==> src/design/mmc_pkg.sv <==
`default_nettype none

package mmc_pkg;

    localparam int MAX_WIDTH  = 4096;
    localparam int MAX_HEIGHT = 4096;

    localparam int COL_W  = $clog2(MAX_WIDTH);
    localparam int ROW_W  = $clog2(MAX_HEIGHT);
    localparam int SIZE_W = 13;
    localparam int THR_W  = 11;

    // result queue between front and back
    localparam int QDEPTH = 4;
    localparam int QPTR_W = $clog2(QDEPTH);
    localparam int QCNT_W = $clog2(QDEPTH + 2);

    // register indexes
    localparam logic [1:0] REG_LINE_WIDTH   = 2'd0;
    localparam logic [1:0] REG_FIELD_HEIGHT = 2'd1;
    localparam logic [1:0] REG_THRESHOLD    = 2'd2;

    localparam logic [7:0] MASK_ON  = 8'hFF;
    localparam logic [7:0] MASK_OFF = 8'h00;

    typedef struct packed {
        logic emit_first;
        logic emit_second;
        logic left_mirror;
        logic up_mirror;
        logic last_row;
    } flags_t;

    typedef struct packed {
        flags_t     flags;
        logic [7:0] prev2;
        logic [7:0] prev;
        logic [7:0] top;
        logic [7:0] bot_first;
        logic [7:0] bot_second;
    } entry_t;

endpackage

`default_nettype wire

==> src/design/mmc_queue.sv <==
`default_nettype none

module mmc_queue (
    input  wire                         aclk,
    input  wire                         aresetn,
    input  wire                         push,
    input  mmc_pkg::entry_t             push_entry,
    input  wire                         pop,
    output logic                        head_valid,
    output mmc_pkg::entry_t             head_entry,
    output logic [mmc_pkg::QCNT_W-1:0]  count
);
    import mmc_pkg::*;

    entry_t             slots [QDEPTH];
    logic [QPTR_W-1:0]  wr_ptr_reg, wr_ptr_next;
    logic [QPTR_W-1:0]  rd_ptr_reg, rd_ptr_next;
    logic [QCNT_W-1:0]  count_reg, count_next;
    logic               do_pop;

    assign do_pop = pop && (count_reg != '0);

    always_comb begin
        wr_ptr_next = push ? wr_ptr_reg + QPTR_W'(1) : wr_ptr_reg;
        rd_ptr_next = do_pop ? rd_ptr_reg + QPTR_W'(1) : rd_ptr_reg;
        count_next  = count_reg + QCNT_W'(push) - QCNT_W'(do_pop);
    end

    always_ff @(posedge aclk) begin
        if (!aresetn) begin
            wr_ptr_reg <= '0;
            rd_ptr_reg <= '0;
            count_reg  <= '0;
        end else begin
            wr_ptr_reg <= wr_ptr_next;
            rd_ptr_reg <= rd_ptr_next;
            count_reg  <= count_next;
        end
    end

    always_ff @(posedge aclk) begin
        if (push) begin
            slots[wr_ptr_reg] <= push_entry;
        end
    end

    assign head_valid = (count_reg != '0);
    assign head_entry = slots[rd_ptr_reg];
    assign count      = count_reg;

endmodule

`default_nettype wire

==> config.mk <==
export PLATFORM = sky130hd
export DESIGN_NAME = mmc_queue
export DESIGN_NICKNAME = d
export VERILOG_FILES = /design/src/design/mmc_pkg.sv /design/src/design/mmc_queue.sv
export SDC_FILE = /design/constraint.sdc
export NUM_CORES = 1
export LEC_CHECK = 0
export BUFFER_PORTS_ARGS = -buffer_cell sky130_fd_sc_hd__clkbuf_2
export CORE_MARGIN = 3
export CORE_UTILIZATION = 49
export CTS_CLUSTER_DIAMETER = 150
export DETAILED_ROUTE_END_ITERATION = 8
export PLACE_DENSITY = 0.79
export SETUP_SLACK_MARGIN = 0.5
export SLEW_MARGIN = 10
export SYNTH_ARGS = -nofsm -noshare
export SYNTH_HDL_FRONTEND = slang
export SYNTH_SLANG_ARGS = --single-unit
export TNS_END_PERCENT = 50
==> constraint.sdc <==
create_clock -name aclk -period 2.42 [get_ports aclk]
set_input_delay 0.363 -clock aclk [delete_from_list [all_inputs] [get_ports aclk]]
set_output_delay 0.363 -clock aclk [all_outputs]
set_load 0.02 [all_outputs]
Word-level counts from Yosys, hierarchy flattened --
Memory sizes are Yosys's and may differ from the RTL's. A register that Yosys moved wholly into a read port is not among the register bits. Cells that the tools add are included.
Operators by class: add/sub/neg operators 4, multiply operators 0, muxes and demuxes 4, bitwise operators 0, reductions and logical operators 2, div/mod/pow operators 0, shifts and indexed selects 0, equal/unequal tests 0, magnitude comparators 0
Operators with widths (number):
- 2-bit by 1-bit adder with 2-bit output, second input constant | 2
- 2-bit two-way mux | 2
- 3-bit by 1-bit adder with 3-bit output | 1
- 3-bit nonzero test | 1
- 3-bit by 1-bit subtractor with 3-bit output | 1
- 1-bit two-way mux | 2
- 1-bit logical AND | 1
Storage, ports and cells: memory bits (read-only) 0, output and inout port bits 49, word-level logic and storage cells 14, memories 1, memory bits (writable) 180, register bits 7, bits in latches 0
Memory list:
- slots | depth 4, width 45, rd ports 1, clocked after memory_dff 1, write ports 1, line mmc_queue.sv:15 | entry_t slots [QDEPTH];

Longest topological paths before layout --
depth after elaboration 4, mapped depth 7, depth with buffers taken out 7

Least setup slack after synthesis --
Ideal clock, no wire load.
path type reg-to-reg, start register wr_ptr_reg[0], end memory slots[2][0] (netlist bit) (enable), data required time 2.013 ns, setup slack 0.392 ns, path buffers 0, arrival 1.621 ns, stages on the path, launching flop included 4, cells stage by stage dfxtp_1 > inv_1 > ha_1 > and2_1
RTL lines:
- start: declaration | line mmc_queue.sv:16 | logic [QPTR_W-1:0] wr_ptr_reg, wr_ptr_next;
- start signal: assignment | line mmc_queue.sv:35 | wr_ptr_reg <= wr_ptr_next;
- end: declaration | line mmc_queue.sv:15
No word-level cell before the write port.

==> flow_metrics.py <==
metrics = {
    "placed_design": {
        "port_buffers": 97,
        "dpl.hpwl_um": 7610,
        "gp_congestion": 0.674,
        "post-place-ws_ns": 0.332,
    },
    "floorplan": {
        "die_h_um": 126,
        "rows": 43,
        "initial_utilization": 0.504,
        "dieArea_sq_um": 15800,
        "fp.dieW_um": 126,
        "coreArea_sq_um": 13900,
        "io_pins": 98,
    },
    "timing": {
        "rsz0062_at_grt": "yes",
        "setup_viol": 0,
        "min_period_ns": 2.12,
        "skew_ns": 0.00598,
        "fin_ws_ns": 0.299,
        "whs_ns": 0.156,
        "period_share": 0.876,
        "tightest_slew_ns": 0.503,
        "hold_violations": 0,
        "tns_ns": 0,
        "drv_slew": 0,
        "max_slew_margin": 0.661,
        "fmax_ghz": 0.472,
    },
    "global_route": {
        "grt_pass1_wl_um": 19700,
        "grt_max_degree": 33,
        "grt_usage": 0.168,
        "antenna_found_initial": 0,
        "grt_pass1_vias": 3523,
        "grt-ovfl-total": 0,
    },
    "cells_and_area": {
        "nets": 453,
        "largest_reg_flops": 180,
        "syn2layout_area_growth_pct": 20.5,
        "drive_gt1_frac": 0.459,
        "fillers": 967,
        "fin_util": 0.607,
        "multi_input_area_sq_um": 1310,
        "seq_area_sq_um": 5600,
    },
    "worst_setup_path": {
        "cp_data_arrival_time_ns": 1.76,
        "cp_cell_sequence": "buf_12 -> mux4_2 -> clkbuf_2",
        "critPathMaxStageDelay_ns": 0.55,
        "crit_fanout": 17,
        "cp-end-kind": "output pin",
        "cp_slowest_cell": "mux4_2",
        "worstPathRequired_ns": 2.06,
        "start_kind": "flip-flop",
        "ff2ff_path_depth": 7,
        "path_class": "reg -> out",
    },
    "synthesis": {
        "syn_area_sq_um": 7020,
        "synth_area_leaders": "edfxtp_1 77%, mux4_2 13%, dfxtp_1 2.6%",
        "synth_top_family_by_area": "multiplexers",
        "synth_top_area_cell": "edfxtp_1",
        "ys_seq_elements": 189,
        "synthSimpleGateAreaFrac": 0.0118,
        "synth.avg_cell_area_sq_um": 25.2,
        "synthCells": 279,
        "synth_cell_type_count": 21,
        "ys_seq_area_frac": 0.795,
        "synth_mux_area_frac": 0.153,
        "ys_warn_count": 0,
        "syn-num-nets": 335,
        "yosys.area_share.xor_xnor": 0.00445,
        "synth-adder-area-share": 0.0135,
        "yosysTopAreaCellShare": 0.770,
        "synth_compound_area_frac": 0.00249,
    },
    "route": {
        "drtIter0Drc": 235,
        "drt_pass1_iterations": 4,
        "ant_nets": 0,
        "vias": 3224,
        "wl_um": 12300,
        "viasPerCell": 5.46,
        "wl_per_cell_um": 20.9,
        "drc": 0,
    },
    "clock_tree": {
        "cts_tree": "yes",
        "cts.reportedPaths.clkPinSlew_ns": 0.06,
        "clock_path_buffers": 2,
        "clock_sinks": 189,
        "htree_levels": 4,
        "cts_hold_buf": 0,
        "cts_buffers": 17,
        "clk_latency_ns": 0.42,
        "cts_root_buf": "clkbuf_16",
    },
    "power": {
        "p_per_area_nw_per_um2": 1010,
        "ir_drop_uv": 614,
        "leakagePower_nw": 2.94,
    },
    "min_path": {
        "hold_depth": 1,
        "hp-class": "in -> reg",
    },
    "job": {
        "maxCapViolations": 0,
    },
    "run_status": {
        "status": "finished, final reports clean",
    },
}
-- synth_stat cells (all sizes together) --
| cell | count |
|---|---|
| inv | 6 |
| xor2 | 1 |
| ha | 6 |
| xnor3 | 1 |
| or3 | 1 |
| mux4 | 45 |
| clkbuf | 1 |
| fa | 1 |
| edfxtp | 180 |
| nand2 | 2 |
| nand2b | 2 |
| buf | 9 |
| mux2i | 4 |
| nor2b | 1 |
| o311ai | 1 |
| dfxtp | 9 |
| o31a | 1 |
| and2 | 8 |
-- layout make-up --
type / count / share of cell area
flip-flops and latches: 189 / 0.662
multi-input cells: 74 / 0.154
repair buffers: 109 / 0.0802
clock buffers: 18 / 0.0507
well taps: 180 / 0.0266
clock inverters: 14 / 0.0235
inverters: 6 / 0.00266
diodes: 1 / 0.000296
-- layout by cell type (no fill, tap or decap), types with 2 or more instances in the layout --
master,instances
clkinv_1,3
edfxtp_1,180
and2_1,4
nand2_1,2
nand2b_1,2
mux4_1,4
buf_12,8
clkinv_4,2
mux4_2,41
dfxtp_1,5
clkbuf_2,94
clkinv_2,4
buf_2,2
buf_4,4
bufinv_16,5
inv_1,6
and2_2,4
dfxtp_4,3
clkbuf_16,17
mux2i_1,4
ha_1,5
-- stage by stage --
step                      cells  instance area (sq um)  total power, mW
final                       591                   8460             8.58
after floorplan             279                   7030             5.18
after global routing        590                   8460             8.95
after CTS                   587                   8420             8.67
after detailed placement    553                   7770             5.68
after global placement      553                   7770             5.61
-- worst max-delay path, delay by kind of cell (launching register included) --
kind,cells,cell delay (ns)
multiplexers,1,0.55
flip-flops,1,0.41
buffers and inverters,2,0.38
-- metal layers --
layer  up-vias  GRT usage  wire, um
li1       1410          -         -
met3        19     0.0568       825
met5         -          0         0
met2       119      0.264      6160
met1      1676      0.219      5150
met4         0     0.0644       212
-- cell families after synthesis --
group	count (synthesis)
buffers and inverters	16
muxes	49
AOI/OAI and AO/OA	2
xor gates and xnor gates	2
DFF	189
and+or+nand+nor	14
adders and majority gates	7
-- power breakdown --
| part | leakage, nW | internal (mW) | switching [mW] | total [mW] |
|---|---|---|---|---|
| logic | 0.896 | 0.822 | 0.937 | 1.76 |
| registers | 1.73 | 3.78 | 0.101 | 3.89 |
| clock network | 0.310 | 1.82 | 1.12 | 2.93 |
-- repair_timing --
action | in CTS | in global routing
setup buffers | 2 | 3
gates resized for setup | 3 | 7
endpoints found under the hold margin | 0 | 0
pin swaps | 0 | 3
endpoints found under the setup margin | 47 | 47
-- final timing paths --
path                                    from                endpoint  slack (ns)
hold / removal                push_entry[25]  slots[3][25]$_DFFE_PP_        0.16
setup reg to reg         count[2]$_SDFF_PN0_     count[2]$_SDFF_PN0_        0.45
setup / recovery                   flip-flop          head_entry[12]        0.30
hold reg to reg   rd_ptr_reg[1]$_SDFFE_PN0P_               flip-flop        0.49
Power figures use the tool's default switching activity.
