### src/design/mmc_pkg.sv
`default_nettype none

package mmc_pkg;

    localparam int MAX_WIDTH  = 4096;
    localparam int MAX_HEIGHT = 4096;

    localparam int COL_W  = $clog2(MAX_WIDTH);
    localparam int ROW_W  = $clog2(MAX_HEIGHT);
    localparam int SIZE_W = 13;
    localparam int THR_W  = 11;

    // result queue between front and back
    localparam int QDEPTH = 4;
    localparam int QPTR_W = $clog2(QDEPTH);
    localparam int QCNT_W = $clog2(QDEPTH + 2);

    // register indexes
    localparam logic [1:0] REG_LINE_WIDTH   = 2'd0;
    localparam logic [1:0] REG_FIELD_HEIGHT = 2'd1;
    localparam logic [1:0] REG_THRESHOLD    = 2'd2;

    localparam logic [7:0] MASK_ON  = 8'hFF;
    localparam logic [7:0] MASK_OFF = 8'h00;

    typedef struct packed {
        logic emit_first;
        logic emit_second;
        logic left_mirror;
        logic up_mirror;
        logic last_row;
    } flags_t;

    typedef struct packed {
        flags_t     flags;
        logic [7:0] prev2;
        logic [7:0] prev;
        logic [7:0] top;
        logic [7:0] bot_first;
        logic [7:0] bot_second;
    } entry_t;

endpackage

`default_nettype wire

### src/design/mmc_back.sv
`default_nettype none

module mmc_back (
    input  wire                         aclk,
    input  wire                         aresetn,
    input  wire                         head_valid,
    input  mmc_pkg::entry_t             head_entry,
    output logic                        pop,
    input  wire  [mmc_pkg::THR_W-1:0]   threshold,
    output logic                        m_tvalid,
    input  wire                         m_tready,
    output logic [7:0]                  m_tdata,
    output logic                        m_tlast,
    output logic                        m_tuser
);
    import mmc_pkg::*;

    typedef logic [2:0][2:0][7:0] win_t;   // [col][row], col 0 oldest

    win_t        win_reg, win_next;
    logic        pend_valid_reg, pend_valid_next;
    logic [7:0]  pend_mask_reg;
    logic        pend_frame_reg;
    logic        out_valid_reg, out_valid_next;
    logic [7:0]  out_mask_reg;
    logic        out_last_reg, out_user_reg;

    logic        out_free, has_result, load_head, load_pend;
    logic [1:0]  lc_first, up, dn;
    logic [7:0]  res_first, res_second;

    function automatic logic [7:0] decide(input win_t w, input logic [1:0] lc,
                                          input logic [1:0] cc, input logic [1:0] rc,
                                          input logic [1:0] up_r, input logic [1:0] dn_r,
                                          input logic [7:0] bot,
                                          input logic [THR_W-1:0] thr);
        logic [THR_W-1:0] sum;
        sum = THR_W'(w[lc][up_r]) + THR_W'(w[cc][up_r]) + THR_W'(w[rc][up_r])
            + THR_W'(w[lc][1])    + THR_W'(w[rc][1])
            + THR_W'(w[lc][dn_r]) + THR_W'(w[cc][dn_r]) + THR_W'(w[rc][dn_r]);
        if (w[cc][1] != 8'd0) begin
            return MASK_ON;
        end else if (bot == 8'd0) begin
            return MASK_OFF;
        end else begin
            return (sum >= thr) ? MASK_ON : MASK_OFF;
        end
    endfunction

    always_comb begin
        win_next[0]    = win_reg[1];
        win_next[1]    = win_reg[2];
        win_next[2][0] = head_entry.prev2;
        win_next[2][1] = head_entry.prev;
        win_next[2][2] = head_entry.top;
    end

    assign lc_first = head_entry.flags.left_mirror ? 2'd2 : 2'd0;
    assign up       = head_entry.flags.up_mirror   ? 2'd2 : 2'd0;
    assign dn       = head_entry.flags.last_row    ? 2'd0 : 2'd2;

    assign res_first  = decide(win_next, lc_first, 2'd1, 2'd2, up, dn,
                               head_entry.bot_first, threshold);
    assign res_second = decide(win_next, 2'd1, 2'd2, 2'd1, up, dn,
                               head_entry.bot_second, threshold);

    assign out_free   = !out_valid_reg || m_tready;
    assign has_result = head_entry.flags.emit_first || head_entry.flags.emit_second;
    assign pop        = head_valid && !pend_valid_reg && (!has_result || out_free);
    assign load_head  = pop && has_result;
    assign load_pend  = pend_valid_reg && out_free;

    always_comb begin
        pend_valid_next = pend_valid_reg;
        if (load_pend) begin
            pend_valid_next = 1'b0;
        end else if (load_head) begin
            pend_valid_next = head_entry.flags.emit_first && head_entry.flags.emit_second;
        end
        if (load_head || load_pend) begin
            out_valid_next = 1'b1;
        end else if (m_tready) begin
            out_valid_next = 1'b0;
        end else begin
            out_valid_next = out_valid_reg;
        end
    end

    always_ff @(posedge aclk) begin
        if (!aresetn) begin
            win_reg        <= '0;
            pend_valid_reg <= 1'b0;
            out_valid_reg  <= 1'b0;
        end else begin
            if (pop) begin
                win_reg <= win_next;
            end
            pend_valid_reg <= pend_valid_next;
            out_valid_reg  <= out_valid_next;
        end
    end

    always_ff @(posedge aclk) begin
        if (load_pend) begin
            out_mask_reg <= pend_mask_reg;
            out_last_reg <= 1'b1;
            out_user_reg <= pend_frame_reg;
        end else if (load_head) begin
            if (head_entry.flags.emit_first) begin
                out_mask_reg <= res_first;
                out_last_reg <= !head_entry.flags.emit_second;
                out_user_reg <= 1'b0;
            end else begin
                out_mask_reg <= res_second;
                out_last_reg <= 1'b1;
                out_user_reg <= head_entry.flags.last_row;
            end
            pend_mask_reg  <= res_second;
            pend_frame_reg <= head_entry.flags.last_row;
        end
    end

    assign m_tvalid = out_valid_reg;
    assign m_tdata  = out_mask_reg;
    assign m_tlast  = out_last_reg;
    assign m_tuser  = out_user_reg;

endmodule

`default_nettype wire

### config.mk
export PLATFORM = sky130hd
export DESIGN_NAME = mmc_back
export DESIGN_NICKNAME = d
export VERILOG_FILES = /design/src/design/mmc_pkg.sv /design/src/design/mmc_back.sv
export SDC_FILE = /design/constraint.sdc
export NUM_CORES = 1
export LEC_CHECK = 0
export ABC_CLOCK_PERIOD_IN_PS = 10000
export BUFFER_PORTS_ARGS = -buffer_cell sky130_fd_sc_hd__buf_2
export CORE_MARGIN = 2
export CORE_UTILIZATION = 55
export DETAILED_ROUTE_END_ITERATION = 7
export GPL_TIMING_DRIVEN = 0
export HOLD_SLACK_MARGIN = 0.02
export PLACE_DENSITY = 0.76
export SLEW_MARGIN = 15
export SYNTH_ARGS = -nofsm -noshare
export SYNTH_HDL_FRONTEND = slang
export SYNTH_SLANG_ARGS = --single-unit
export TNS_END_PERCENT = 100
### constraint.sdc
create_clock -name aclk -period 10 [get_ports aclk]
set_clock_uncertainty 0.05 [all_clocks]
set_input_delay 2 -clock aclk [delete_from_list [all_inputs] [get_ports aclk]]
set_output_delay 2 -clock aclk [all_outputs]
set_load 0.01 [all_outputs]
* Word level (Yosys, flattened, before mapping)
Index checks and enable logic that the tools add are counted.
** Storage, ports and cells
- Bits in registers :: 69
- Input port bits :: 60
- Output and inout port bits :: 12
- Word-level logic and storage cells :: 87
** Operators by class
- Reductions and logical operators :: 21
- Bitwise operators :: 2
- Magnitude comparators :: 5
- Add/sub/neg operators :: 14
- Multiplexer cells :: 32
** Operators by type and width (count)
- 8-bit two-way mux :: 15
- 8-bit binary-select mux with 2-bit select :: 6
- 11-bit by 8-bit adder with 11-bit output :: 8
- 24-bit binary-select mux with 2-bit select :: 1
- 24-bit two-way mux :: 1
- 10-bit by 8-bit adder with 11-bit output :: 2
- 11-bit greater-or-equal comparator :: 2
- 9-bit by 8-bit adder with 10-bit output :: 2
- 8-bit by 8-bit adder with 9-bit output :: 2
- 8-bit logical NOT :: 2
- 8-bit nonzero test :: 2
- 2-bit by 3-bit < comparator with 1-bit output, second input constant :: 3
- 1-bit two-way mux :: 6
- 2-bit two-way mux :: 3
- 1-bit logical AND :: 5
- 1-bit logical NOT :: 4
- 1-bit logical OR :: 4
- 2-bit nonzero test :: 2
- 1-bit NOT :: 2
- 2-bit AND reduction :: 1
- 2-bit OR reduction :: 1

* Depth between registers and ports, before layout
Gate-level depths: netlist (run 1).
- Word-level depth :: 19
- Mapped depth :: 24
- Depth with buffers taken out :: 22

* Worst setup path after synthesis (run 1)
No wires, ideal clock.
- Path type :: input to register
- Start :: input head_entry[42] (netlist bit)
- End :: register out_mask_reg[6] (netlist: m_tdata[6]), data pin
- Slack :: 2861 ps
- Path buffers :: 2
- Data arrival time :: 6826 ps
- Stages on the path :: 23
- Data required time :: 9686 ps
- Library setup time :: 264 ps
- Path through :: buf_2 -> buf_4 -> mux4_2 -> inv_1 -> fa_1 -> inv_1 -> fa_1 -> fa_1 -> inv_1 -> fa_1 -> inv_1 -> ha_1 -> inv_1 -> fa_1 -> nor2b_1 -> o21ai_0 -> a21boi_1 -> o31ai_1 -> a21boi_1 -> ha_1 -> and4_1 -> o211ai_1 -> a31oi_1
** Between the ends
- Word-level cells in the longest chain between the ends :: 19
- Elaborated cells on any way between the ends :: 21
- Classes of those cells :: add/sub (7); order compare (1); mux (13)
** Ends and longest elaborated chain
- from (decl) :: RTL line mmc_back.sv:7 : input mmc_pkg::entry_t head_entry,
- 2-bit two-way mux (*) :: RTL line mmc_back.sv:58 : assign lc_first = head_entry.flags.left_mirror ? 2'd2 : 2'd0;
- 24-bit binary-select mux with 2-bit select (*) :: RTL line mmc_back.sv:38, mmc_back.sv:39, mmc_back.sv:40
- 24-bit two-way mux (implied by the code) (*) :: RTL line mmc_back.sv:38, mmc_back.sv:40
- 8-bit binary-select mux with 2-bit select :: RTL line mmc_back.sv:38 : sum = THR_W'(w[lc][up_r]) + THR_W'(w[cc][up_r]) + THR_W'(w[rc][up_r])
- 8-bit two-way mux (implied by the code) :: RTL line mmc_back.sv:38
- 8-bit by 8-bit adder with 9-bit output :: RTL line mmc_back.sv:38
- 9-bit by 8-bit adder with 10-bit output :: RTL line mmc_back.sv:38
- 10-bit by 8-bit adder with 11-bit output :: RTL line mmc_back.sv:39 : + THR_W'(w[lc][1]) + THR_W'(w[rc][1])
- 11-bit by 8-bit adder with 11-bit output :: RTL line mmc_back.sv:39
- 11-bit by 8-bit adder with 11-bit output (*) (3 in a row) :: RTL line mmc_back.sv:40 : + THR_W'(w[lc][dn_r]) + THR_W'(w[cc][dn_r]) + THR_W'(w[rc][dn_r]);
- 11-bit greater-or-equal comparator (*) :: RTL line mmc_back.sv:46 : return (sum >= thr) ? MASK_ON : MASK_OFF;
- 8-bit two-way mux (*) :: RTL line mmc_back.sv:46
- 8-bit two-way mux (*) :: RTL line mmc_back.sv:43 : end else if (bot == 8'd0) begin
- 8-bit two-way mux (*) :: RTL line mmc_back.sv:41 : if (w[cc][1] != 8'd0) begin
- 8-bit two-way mux (*) :: RTL line mmc_back.sv:109 : if (head_entry.flags.emit_first) begin
- 8-bit two-way mux (*) :: RTL line mmc_back.sv:108 : end else if (load_head) begin
- 8-bit two-way mux (*) :: RTL line mmc_back.sv:104 : if (load_pend) begin
- to (signal assigned) :: RTL line mmc_back.sv:105 : out_mask_reg <= pend_mask_reg;
- to (signal assigned) :: RTL line mmc_back.sv:110 : out_mask_reg <= res_first;
- to (signal assigned) :: RTL line mmc_back.sv:114 : out_mask_reg <= res_second;
- to (decl) :: RTL line mmc_back.sv:25 : logic [7:0] out_mask_reg;
Mark *: on every way between the ends. The rest lies on a longest branch, timed or not. The select of a mux whose other input is x is not followed.
A chain may end at the register's enable or synchronous reset.

* Worst setup path in the final report (run 1)
- Start :: input head_entry[41] (netlist bit)
- End :: register out_mask_reg[6] (netlist: m_tdata[6]), data pin
** Between the ends
- Word-level cells in the longest chain between the ends :: 17
- Elaborated cells on any way between the ends :: 32
- Classes of those cells :: add/sub (14); order compare (2); mux (16)
** Ends and longest elaborated chain
- 2-bit two-way mux (*) :: RTL line mmc_back.sv:59 : assign up = head_entry.flags.up_mirror ? 2'd2 : 2'd0;
- 8-bit binary-select mux with 2-bit select :: RTL line mmc_back.sv:38
- 8-bit two-way mux (implied by the code) :: RTL line mmc_back.sv:38
- 8-bit by 8-bit adder with 9-bit output :: RTL line mmc_back.sv:38
- 9-bit by 8-bit adder with 10-bit output :: RTL line mmc_back.sv:38
- 10-bit by 8-bit adder with 11-bit output :: RTL line mmc_back.sv:39
- 11-bit by 8-bit adder with 11-bit output :: RTL line mmc_back.sv:39
- 11-bit by 8-bit adder with 11-bit output (3 in a row) :: RTL line mmc_back.sv:40
- 11-bit greater-or-equal comparator :: RTL line mmc_back.sv:46
- 8-bit two-way mux :: RTL line mmc_back.sv:46
- 8-bit two-way mux :: RTL line mmc_back.sv:43
- 8-bit two-way mux :: RTL line mmc_back.sv:41
- 8-bit two-way mux (*) :: RTL line mmc_back.sv:109
- 8-bit two-way mux (*) :: RTL line mmc_back.sv:108
- 8-bit two-way mux (*) :: RTL line mmc_back.sv:104
Marks and branches as above.

==> flow_summary.yaml, run 1 <==
outcome:
  status: "completed"
place:
  place_area_sq_mm: 0.00648
  dp_hpwl_um: 11900
  port_buffers: 68
  place.gp.congestion: 0.858
  place_ws_ns: 2.00
finish:
  postLayoutCoreUtil_pct: 61.5
  multiInputGateArea_sq_mm: 0.00417
  antenna_cells: 0
  largest_reg_flops: 48
  fin_area_sq_mm: 0.00657
  seqCellArea_sq_mm: 0.00114
  layout-area-overhead-vs-synth_pct: 10.1
  drive_gt1_share_pct: 19.1
  nNetsFinal: 901
  num-fill-cells: 928
worst_hold_path:
  whs_path_depth: 2
  min_from: "win_next[11]"
  hold_path_end: "win_next[11]"
  hp-class: "reg -> reg"
sta:
  fin_setup_tns_ns: 0
  rsz0062_at_grt: "no"
  fmax_mhz: 129
  slew_headroom_pct: 63.3
  slew_violations: 0
  layout_worst_path_cycle_share_pct: 77.3
  worst_slack_ns: 2.27
  min_period_ns: 7.73
  finalHoldViolCount: 0
  tightestPinTransition_ns: 0.551
  setup_viol: 0
run:
  drv_cap: 0
pwr:
  finalPower_mw: 1.55
  power_density_mw_per_mm2: 236
  ir_worst_vdd_uv: 159
  leakagePower_nw: 3.21
setup_path:
  r2r-start: "win_next[18]"
  crit_required_ns: 10.11
  crit_chain: "clkbuf_1 -> buf_2 -> mux4_2 -> fa_1 -> fa_1 -> fa_1 -> inv_1 -> fa_1 -> inv_1 -> ha_1 -> inv_1 -> fa_1 -> nor2b_1 -> o21ai_0 -> a21boi_1 -> nor2_1 -> ha_1 -> nand2_1 -> nor4_1 -> o211ai_1 -> a31oi_1"
  cp_max_fo: 10
  path_depth: 21
  worst_path_max_delay_cell: "fa_1"
  r2r_cells: 21
  critical_path_class: "in -> reg"
  crit_buf_inv: 5
  cp_top_family: "adder cells"
  start_kind: "input pin"
  r2r_end: "m_tdata[6]"
  arrival_ns: 7.84
  max_stage_delay_ns: 0.55
  crit_top_cell: "fa_1"
  crit_path_end_kind: "flip-flop"
  r2r_slack_ns: 4.25
floorplanning:
  start_util_pct: 55.8
  rows: 38
  ioPinCount: 72
  core_sq_mm: 0.0107
  die_h_um: 108
  die_x_um: 108
  die-area_sq_mm: 0.0117
routing:
  num_vias: 4795
  postRouteAntennaNets: 0
  drcViolationCount: 0
  drt-total-wl_um: 14200
  drtIter0Drc: 354
  routed_via_density: 5.53
  wl_per_cell_um: 16.4
  dr.pass1.iters: 5
cts:
  insertion_delay_ns: 0.32
  cts_tree: "built"
  clk_pin_slew_worst_paths_ns: 0.10
  cts-resized-gates: 0
  clockBufferDepth: 2
  cts_buffers: 5
  root_buffer: "clkbuf_8"
  h-tree-depth: 2
  hold_buffers: 0
  post_cts_buffers: 0
  clock-sinks: 55
synthesis:
  ys_seq_elements: 55
  synth_top_cell_by_area: "fa_1"
  yosysMostFrequentCell: "inv_1"
  synth_commonest_cells: "inv_1 (128), nand2_1 (112), fa_1 (69), dfxtp_1 (51), a21boi_1 (50)"
  avgSynthCellArea_sq_um: 9.17
  yosys-mux-area-fraction_pct: 13.1
  synth_compound_area_share_pct: 11.6
  ys_types: 41
  synth.top_cell.area_share_pct: 23.1
  synthCells: 651
  synth_xor_xnor_area_share_pct: 1.61
  synth_top_family_by_area: "adder cells"
  yosysWarnings: 0
  ys.flop_type: "dfxtp_1"
  synth_fa_ha_area_share_pct: 32.8
  synth_edf_count: 4
  seq_area_frac_synth_pct: 19.1
  synth.area.top_cells: "fa_1 (23%), dfxtp_1 (17%), ha_1 (9.6%)"
  synth_async_sr_flop_share_pct: 0
  synth-simple-area-share_pct: 10.8
  synth_nets: 826
  syn_area_sq_mm: 0.00597
global_routing:
  grt_first_pass_wirelength_um: 23500
  grt_pass1_vias: 5026
  grt_max_degree: 18
  grt_usage_pct: 26.0
  gr-total-overflow: 0
  antenna_found_initial: 0
cells by family after synthesis:
family	Yosys count
AO/OA/AOI/OAI	99
XOR/XNOR	11
adder cells (fa/ha/maj)	115
buffers and inverters	160
flip-flops	55
multiplexers	56
AND/OR/NAND/NOR	155
per-stage QoR:
step	hold WS, ns	instances
CTS	0.422	867
global route	0.445	867
global placement	0.389	859
detailed placement	0.402	859
finish	0.422	867
floorplan	0.383	651
routing by layer:
metal	vias up	wire length, um	GRT usage, %
met5	-	0	0
met2	172	7450	47.2
li1	2245	-	-
met3	30	816	3.80
met1	2348	5590	31.8
met4	0	362	8.52
where the power goes:
| part | switching [mW] | internal (mW) |
|---|---|---|
| logic | 0.657 | 0.511 |
| clock network | 0.0814 | 0.0507 |
| registers | 0.0132 | 0.235 |
| total | 0.752 | 0.797 |
worst min-delay path, stage by stage, from the launching register on:
cell	delay, ns
dfxtp_1	0.33
nand2_1	0.05
a21boi_1	0.05
layout by cell type, fill, tap and decap left out, types with 3 or more instances in the layout:
| cell type | n |
|---|---|
| a21boi_1 | 50 |
| a21oi_1 | 16 |
| a31oi_1 | 3 |
| buf_2 | 84 |
| buf_4 | 9 |
| clkbuf_1 | 7 |
| clkbuf_8 | 5 |
| dfxtp_1 | 51 |
| edfxtp_1 | 4 |
| fa_1 | 69 |
| ha_1 | 46 |
| inv_1 | 128 |
| mux2_2 | 18 |
| mux2i_1 | 22 |
| mux4_2 | 16 |
| nand2_1 | 112 |
| nand2b_1 | 3 |
| nand3_1 | 4 |
| nor2_1 | 18 |
| nor2b_1 | 3 |
| nor4_1 | 8 |
| o21ai_0 | 12 |
| xnor2_1 | 8 |
| xor2_1 | 3 |
worst max path at each step:
stage | endpoint | slack, ns | start
after CTS | m_tdata[6] | 2.30 | head_entry[41]
after detailed placement | m_tdata[6] | 2.00 | head_entry[41]
final | m_tdata[6] | 2.27 | head_entry[41]
after global routing | m_tdata[6] | 1.90 | head_entry[41]
after floorplan | m_tdata[6] | 2.86 | head_entry[42]
after global placement | m_tdata[6] | 2.16 | head_entry[42]
area by class of cell:
class                      instances  area share (%)
inverter                         129            7.37
sequential                        55            17.4
clock inverter                     2           0.266
buffer                            31            2.59
clock buffer                       6            1.10
multi-input combinational        436            63.5
tap                              140            2.66
timing repair buffer              68            5.18
Power figures use the tool's default switching activity.
==> inputs of run 2 (changes only) <==
--- a/config.mk
+++ b/config.mk
@@ -5,14 +5,14 @@
 export SDC_FILE = /design/constraint.sdc
 export NUM_CORES = 1
 export LEC_CHECK = 0
-export ABC_CLOCK_PERIOD_IN_PS = 10000
+export ABC_CLOCK_PERIOD_IN_PS = 6450
 export BUFFER_PORTS_ARGS = -buffer_cell sky130_fd_sc_hd__buf_2
 export CORE_MARGIN = 2
-export CORE_UTILIZATION = 55
+export CORE_UTILIZATION = 54
 export DETAILED_ROUTE_END_ITERATION = 7
 export GPL_TIMING_DRIVEN = 0
 export HOLD_SLACK_MARGIN = 0.02
-export PLACE_DENSITY = 0.76
+export PLACE_DENSITY = 0.78
 export SLEW_MARGIN = 15
 export SYNTH_ARGS = -nofsm -noshare
 export SYNTH_HDL_FRONTEND = slang
==> constraint.sdc (replaced) <==
create_clock -name aclk -period 6.45 [get_ports aclk]
set_clock_uncertainty 0.05 [all_clocks]
set_input_delay 1.29 -clock aclk [delete_from_list [all_inputs] [get_ports aclk]]
set_output_delay 1.29 -clock aclk [all_outputs]
set_load 0.01 [all_outputs]
==> run 2 against run 1 <==
- sequential cell count stayed put
- register-to-register slack worse by 3.1 ns
- critical path depth stayed put
- power is 64% higher
- final cell count is 0.69% higher
- sequential share of layout area is 0.52 points lower
- combinational power is 66% higher
- routed wire length is 3.5% higher
- critical path type unchanged
- critical endpoint unchanged
==> flow_summary.yaml, run 2 (synthesized netlist as in run 1, its figures left out) <==
worst_hold_path:
  whs_path_depth: 2
  hp-class: "reg -> reg"
  hold_path_end: "win_next[11]"
  min_from: "win_next[11]"
routing:
  wl_per_cell_um: 16.9
  wl_met2_um: 7820
  drt-total-wl_um: 14700
  postRouteAntennaNets: 0
  num_vias: 4839
  m1WireLength_um: 5770
  drcViolationCount: 0
  routed_via_density: 5.54
  drtIter0Drc: 340
  route.met3.wl_um: 954
  dr.pass1.iters: 5
  top_layer_used: "met4"
finish:
  final_common_cell: "inv_1"
  drive_gt1_share_pct: 22.4
  num-fill-cells: 896
  nNetsFinal: 907
  final_cell_mix: "inv_1 (126), nand2_1 (112), buf_2 (77)"
  largest_reg_flops: 48
  postLayoutCoreUtil_pct: 62.8
  layout-area-overhead-vs-synth_pct: 13.6
  antenna_cells: 0
cts:
  hold_buffers: 0
  cts_tree: "built"
  insertion_delay_ns: 0.33
  clock-sinks: 55
  clk_pin_slew_worst_paths_ns: 0.11
  h-tree-depth: 2
  clockBufferDepth: 2
  root_buffer: "clkbuf_8"
  cts_buffers: 5
setup_path:
  critical_path_class: "in -> reg"
  r2r_cells: 23
  cp_top_family: "adder cells"
  crit_buf_inv: 6
  crit_chain: "buf_8 -> buf_12 -> buf_12 -> buf_4 -> mux4_2 -> fa_2 -> fa_1 -> fa_1 -> inv_1 -> fa_1 -> inv_1 -> ha_1 -> nor2b_2 -> o21ai_2 -> a21boi_2 -> o31ai_2 -> a21boi_1 -> ha_1 -> and4_1 -> o211ai_1 -> a31oi_1"
  crit_path_end_kind: "flip-flop"
  r2r_slack_ns: 1.17
  r2r_end: "m_tdata[6]"
  crit_required_ns: 6.48
  cp_max_fo: 8
  crit_top_cell: "fa_1"
  arrival_ns: 6.26
  max_stage_delay_ns: 0.55
  worst_path_max_delay_cell: "fa_1"
  start_kind: "input pin"
  r2r-start: "win_next[18]"
floorplanning:
  core_sq_mm: 0.0108
  die-area_sq_mm: 0.0119
  die_h_um: 109
  die_x_um: 109
  rows: 38
  ioPinCount: 72
  start_util_pct: 55.3
sta:
  fmax_mhz: 161
  fin_setup_tns_ns: 0
  finalHoldViolCount: 0
  min_period_ns: 6.23
  rsz0062_at_grt: "no"
  tightestPinTransition_ns: 0.592
  slew_violations: 0
  layout_worst_path_cycle_share_pct: 96.6
  whs_ns: 0.424
  setup_viol: 0
  slew_headroom_pct: 60.6
global_routing:
  grt_max_degree: 19
  antenna_found_initial: 0
  grt_pass1_vias: 4901
  grt_usage_pct: 25.6
  gr-total-overflow: 0
  grt_first_pass_wirelength_um: 23400
pwr:
  leakagePower_nw: 3.26
  ir_worst_vdd_uv: 260
  p_sw_mw: 1.24
  p_int_mw: 1.30
  p_comb_share_pct: 76.6
  switching_share_pct: 48.9
  power_density_mw_per_mm2: 375
  clockPowerShare_pct: 8.2
  finalPower_mw: 2.54
  share_seq_of_total_power_pct: 15.2
place:
  place.gp.congestion: 0.887
  dp_hpwl_um: 12000
  port_buffers: 68
outcome:
  status: "completed"
run:
  drv_cap: 0
-- run 2: changes by cell type in the layout (fill, tap and decap cells not counted), moves of 3 or more --
cell / before / now
o21ai_0: 12 / 9
fa_2: 0 / 5
buf_12: 0 / 4
fa_1: 69 / 64
buf_4: 9 / 16
buf_2: 84 / 77
-- run 2: layout make-up --
cell class | instances | area (sq um) | share of cell area, %
well taps | 140 | 175 | 2.58
inverters | 129 | 484 | 7.14
multi-input cells | 436 | 4240 | 62.6
clock inverters | 3 | 22.5 | 0.332
clock buffers | 5 | 68.8 | 1.02
repair buffers | 75 | 408 | 6.02
flip-flops and latches | 55 | 1140 | 16.8
plain buffers | 30 | 238 | 3.51
-- run 2: power by group through the flow --
stage	logic (mW)	clock network (mW)	registers, mW
finish	1.94	0.209	0.385
detailed placement	1.79	0	0.393
CTS	1.87	0.208	0.385
floorplan	1.37	0	0.388
global placement	1.69	0	0.391
global route	2.21	0.219	0.388
-- run 2: how the worst max path moves through the flow --
stage                         from         end  slack, ns  cells after the start
finish              head_entry[42]  m_tdata[6]       0.22                     21
global route        head_entry[42]  m_tdata[6]      0.005                     25
CTS                 head_entry[40]  m_tdata[6]      0.009                     24
detailed placement  head_entry[41]  m_tdata[6]      -0.78                     21
global placement    head_entry[41]  m_tdata[6]      -0.64                     21
floorplan           head_entry[42]  m_tdata[6]       0.02                     23
-- run 2: repair_timing --
action,in CTS,in global routing
pin swaps,0,19
endpoints found under the hold margin,0,0
setup buffers,0,7
gates resized for setup,13,34
endpoints found under the setup margin,2,2
-- run 2: worst reg2reg max path: stages, from the launching register on --
cell and delay, ns:
dfxtp_1 0.34, mux4_2 0.49, inv_2 0.08, fa_1 0.40, inv_1 0.07, fa_1 0.43, fa_1 0.49, inv_1 0.05
fa_1 0.46, inv_1 0.07, ha_2 0.17, inv_1 0.06, fa_2 0.41, nor2b_2 0.14, o21ai_2 0.08, a21boi_2 0.25
o31ai_2 0.11, a21oi_1 0.19, ha_1 0.28, buf_4 0.14, nand2_1 0.05, o21ai_1 0.07, nand2_1 0.07, a31oi_1 0.08
-- run 2: routing by layer --
metal | up-vias | GRT usage, %
met2 | 190 | 46.9
met4 | 0 | 5.31
met3 | 22 | 2.81
met1 | 2381 | 32.5
li1 | 2246 | -
met5 | - | 0
-- run 2: through the flow --
step	worst slack [ns]	cell area [sq um]	cells
floorplan	0.0206	5970	651
global placement	-0.638	6480	859
detailed placement	-0.777	6480	859
CTS	0.00902	6620	867
global route	0.00493	6780	873
finish	0.220	6780	873
==> inputs of run 3 (changes only) <==
--- a/config.mk
+++ b/config.mk
@@ -6,13 +6,13 @@
 export NUM_CORES = 1
 export LEC_CHECK = 0
 export ABC_CLOCK_PERIOD_IN_PS = 6450
-export BUFFER_PORTS_ARGS = -buffer_cell sky130_fd_sc_hd__buf_2
 export CORE_MARGIN = 2
-export CORE_UTILIZATION = 54
+export CORE_UTILIZATION = 55
 export DETAILED_ROUTE_END_ITERATION = 7
+export DONT_BUFFER_PORTS = 1
 export GPL_TIMING_DRIVEN = 0
 export HOLD_SLACK_MARGIN = 0.02
-export PLACE_DENSITY = 0.78
+export PLACE_DENSITY = 0.73
 export SLEW_MARGIN = 15
 export SYNTH_ARGS = -nofsm -noshare
 export SYNTH_HDL_FRONTEND = slang
==> run 3 against run 2 <==
- count of clock-buffer cells in the layout stayed put
- core utilization is 3.5 points lower
- global-route usage shrank 0.23 points
- register-to-register slack worse by 0.03 ns
- sequential cell count is the same
- first-iteration DRC count is 11% higher
- via count down 7.3%
- combinational power is 3% lower
- clock power up 4%
- non-clock buffer count decreased by 72
==> flow_summary.yaml, run 3 (synthesized netlist as in run 1, its figures left out) <==
global_routing:
  grt_first_pass_wirelength_um: 23000
  grt_usage_pct: 25.4
  antenna_found_initial: 0
  gr-total-overflow: 0
  grt_max_degree: 19
  grt_pass1_vias: 4645
pwr:
  switching_share_pct: 49.2
  clockPowerShare_pct: 8.7
  ir_worst_vdd_uv: 308
  power_density_mw_per_mm2: 393
  leakagePower_nw: 2.98
  p_sw_mw: 1.23
  finalPower_mw: 2.50
  p_int_mw: 1.27
  p_comb_share_pct: 75.7
  share_seq_of_total_power_pct: 15.6
finish:
  layout-area-overhead-vs-synth_pct: 6.35
  fin_area_sq_mm: 0.00635
  final_cell_mix: "inv_1 (128), nand2_1 (111), fa_1 (68)"
  final_common_cell: "inv_1"
  postLayoutCoreUtil_pct: 59.3
  largest_reg_flops: 48
  antenna_cells: 0
  num-fill-cells: 925
  drive_gt1_share_pct: 12.9
  nNetsFinal: 835
cts:
  cts_tree: "built"
  h-tree-depth: 2
  clockBufferDepth: 2
  insertion_delay_ns: 0.32
  clock-sinks: 55
  root_buffer: "clkbuf_8"
  cts_buffers: 5
  hold_buffers: 0
  clk_pin_slew_worst_paths_ns: 0.13
setup_path:
  critPathLaunch: "head_entry[42]"
  cp_max_fo: 8
  critical_path_class: "in -> reg"
  r2r-start: "win_next[18]"
  start_kind: "input pin"
  crit_required_ns: 6.47
  r2r_cells: 21
  arrival_ns: 6.28
  crit_end: "m_tdata[6]"
  crit_path_end_kind: "flip-flop"
  r2r_end: "m_tdata[6]"
  r2r_slack_ns: 1.14
routing:
  wl_per_cell_um: 17.6
  top_layer_used: "met4"
  postRouteAntennaNets: 0
  drcViolationCount: 0
  num_vias: 4488
  routed_via_density: 5.60
  m1WireLength_um: 5540
  dr.pass1.iters: 5
  wl_met2_um: 7400
  drt-total-wl_um: 14100
  drtIter0Drc: 379
  route.met3.wl_um: 868
place:
  place.gp.congestion: 0.868
  place_area_sq_mm: 0.00614
  port_buffers: 0
  dp_hpwl_um: 11700
run:
  drv_cap: 0
floorplanning:
  start_util_pct: 55.8
  die_h_um: 108
  ioPinCount: 72
  core_sq_mm: 0.0107
  die-area_sq_mm: 0.0117
  rows: 38
  die_x_um: 108
outcome:
  status: "completed"
sta:
  fmax_mhz: 160
  setup_viol: 0
  min_period_ns: 6.26
  tightestPinTransition_ns: 0.575
  slew_headroom_pct: 61.7
  fin_setup_tns_ns: 0
  slew_violations: 0
  layout_worst_path_cycle_share_pct: 97.1
  finalHoldViolCount: 0
worst_hold_path:
  hp-class: "reg -> reg"
run 3: cell count changes in the layout (fill, tap and decap cells not counted), sizes merged:
cell,previous run,this run
buf,100,26
clkbuf,10,12
clkinv,2,1
inv,130,131
run 3: layout make-up:
class / count / area [sq um] / area share (%)
clock buffer: 5 / 68.8 / 1.08
buffer: 31 / 218 / 3.43
timing repair buffer: 2 / 15.0 / 0.237
inverter: 129 / 484 / 7.63
tap: 140 / 175 / 2.76
sequential: 55 / 1140 / 18.0
clock inverter: 3 / 22.5 / 0.355
multi-input combinational: 436 / 4220 / 66.5
run 3: routing by layer:
layer / vias to the layer above / GRT usage [%]
met3: 16 / 3.80
met5: - / 0
li1: 2113 / -
met1: 2215 / 32.0
met4: 0 / 5.68
met2: 144 / 46.0
run 3: power groups by stage:
stage | registers (mW) | clock network, mW | logic (mW)
floorplan | 0.388 | 0 | 1.37
global placement | 0.394 | 0 | 1.66
detailed placement | 0.396 | 0 | 1.74
CTS | 0.388 | 0.217 | 1.82
global route | 0.391 | 0.231 | 2.19
finish | 0.388 | 0.217 | 1.89
run 3: how the worst min path moves through the flow:
| stage | start | endpoint | depth (start not counted) |
|---|---|---|---|
| after floorplan | win_next[13] | win_next[13] | 2 |
| after global placement | win_next[15] | win_next[15] | 2 |
| after detailed placement | win_next[15] | win_next[15] | 2 |
| after CTS | win_next[15] | win_next[15] | 2 |
| after global routing | win_next[9] | win_next[9] | 2 |
| final | win_next[15] | win_next[15] | 2 |
run 3: repair_timing:
item,in CTS,in global routing
setup endpoints to repair,2,2
buffers inserted,2,0
resized for setup,13,17
pin swaps,3,6
run 3: critical path: stages:
cell and delay (ns):
buf_6 0.13, buf_12 0.14, mux4_2 0.49, inv_1 0.09
fa_1 0.41, inv_1 0.09, fa_1 0.42, fa_1 0.55
inv_1 0.06, fa_1 0.47, inv_1 0.07, ha_1 0.17
inv_1 0.06, fa_2 0.34, nor2b_1 0.16, o21ai_2 0.09
a21boi_2 0.22, o31ai_2 0.09, a21oi_1 0.17, ha_1 0.28
and4_1 0.22, o211ai_1 0.11, a31oi_2 0.12
run 3: through the flow:
step | setup slack (ns) | hold WS [ns] | std cells
2_1_floorplan | 0.0206 | 0.383 | 651
3_3_place_gp | -0.646 | 0.388 | 791
3_5_place_dp | -0.756 | 0.393 | 791
4_1_cts | 0.0535 | 0.412 | 801
5_1_grt | -0.00733 | 0.442 | 801
6_report | 0.189 | 0.411 | 801
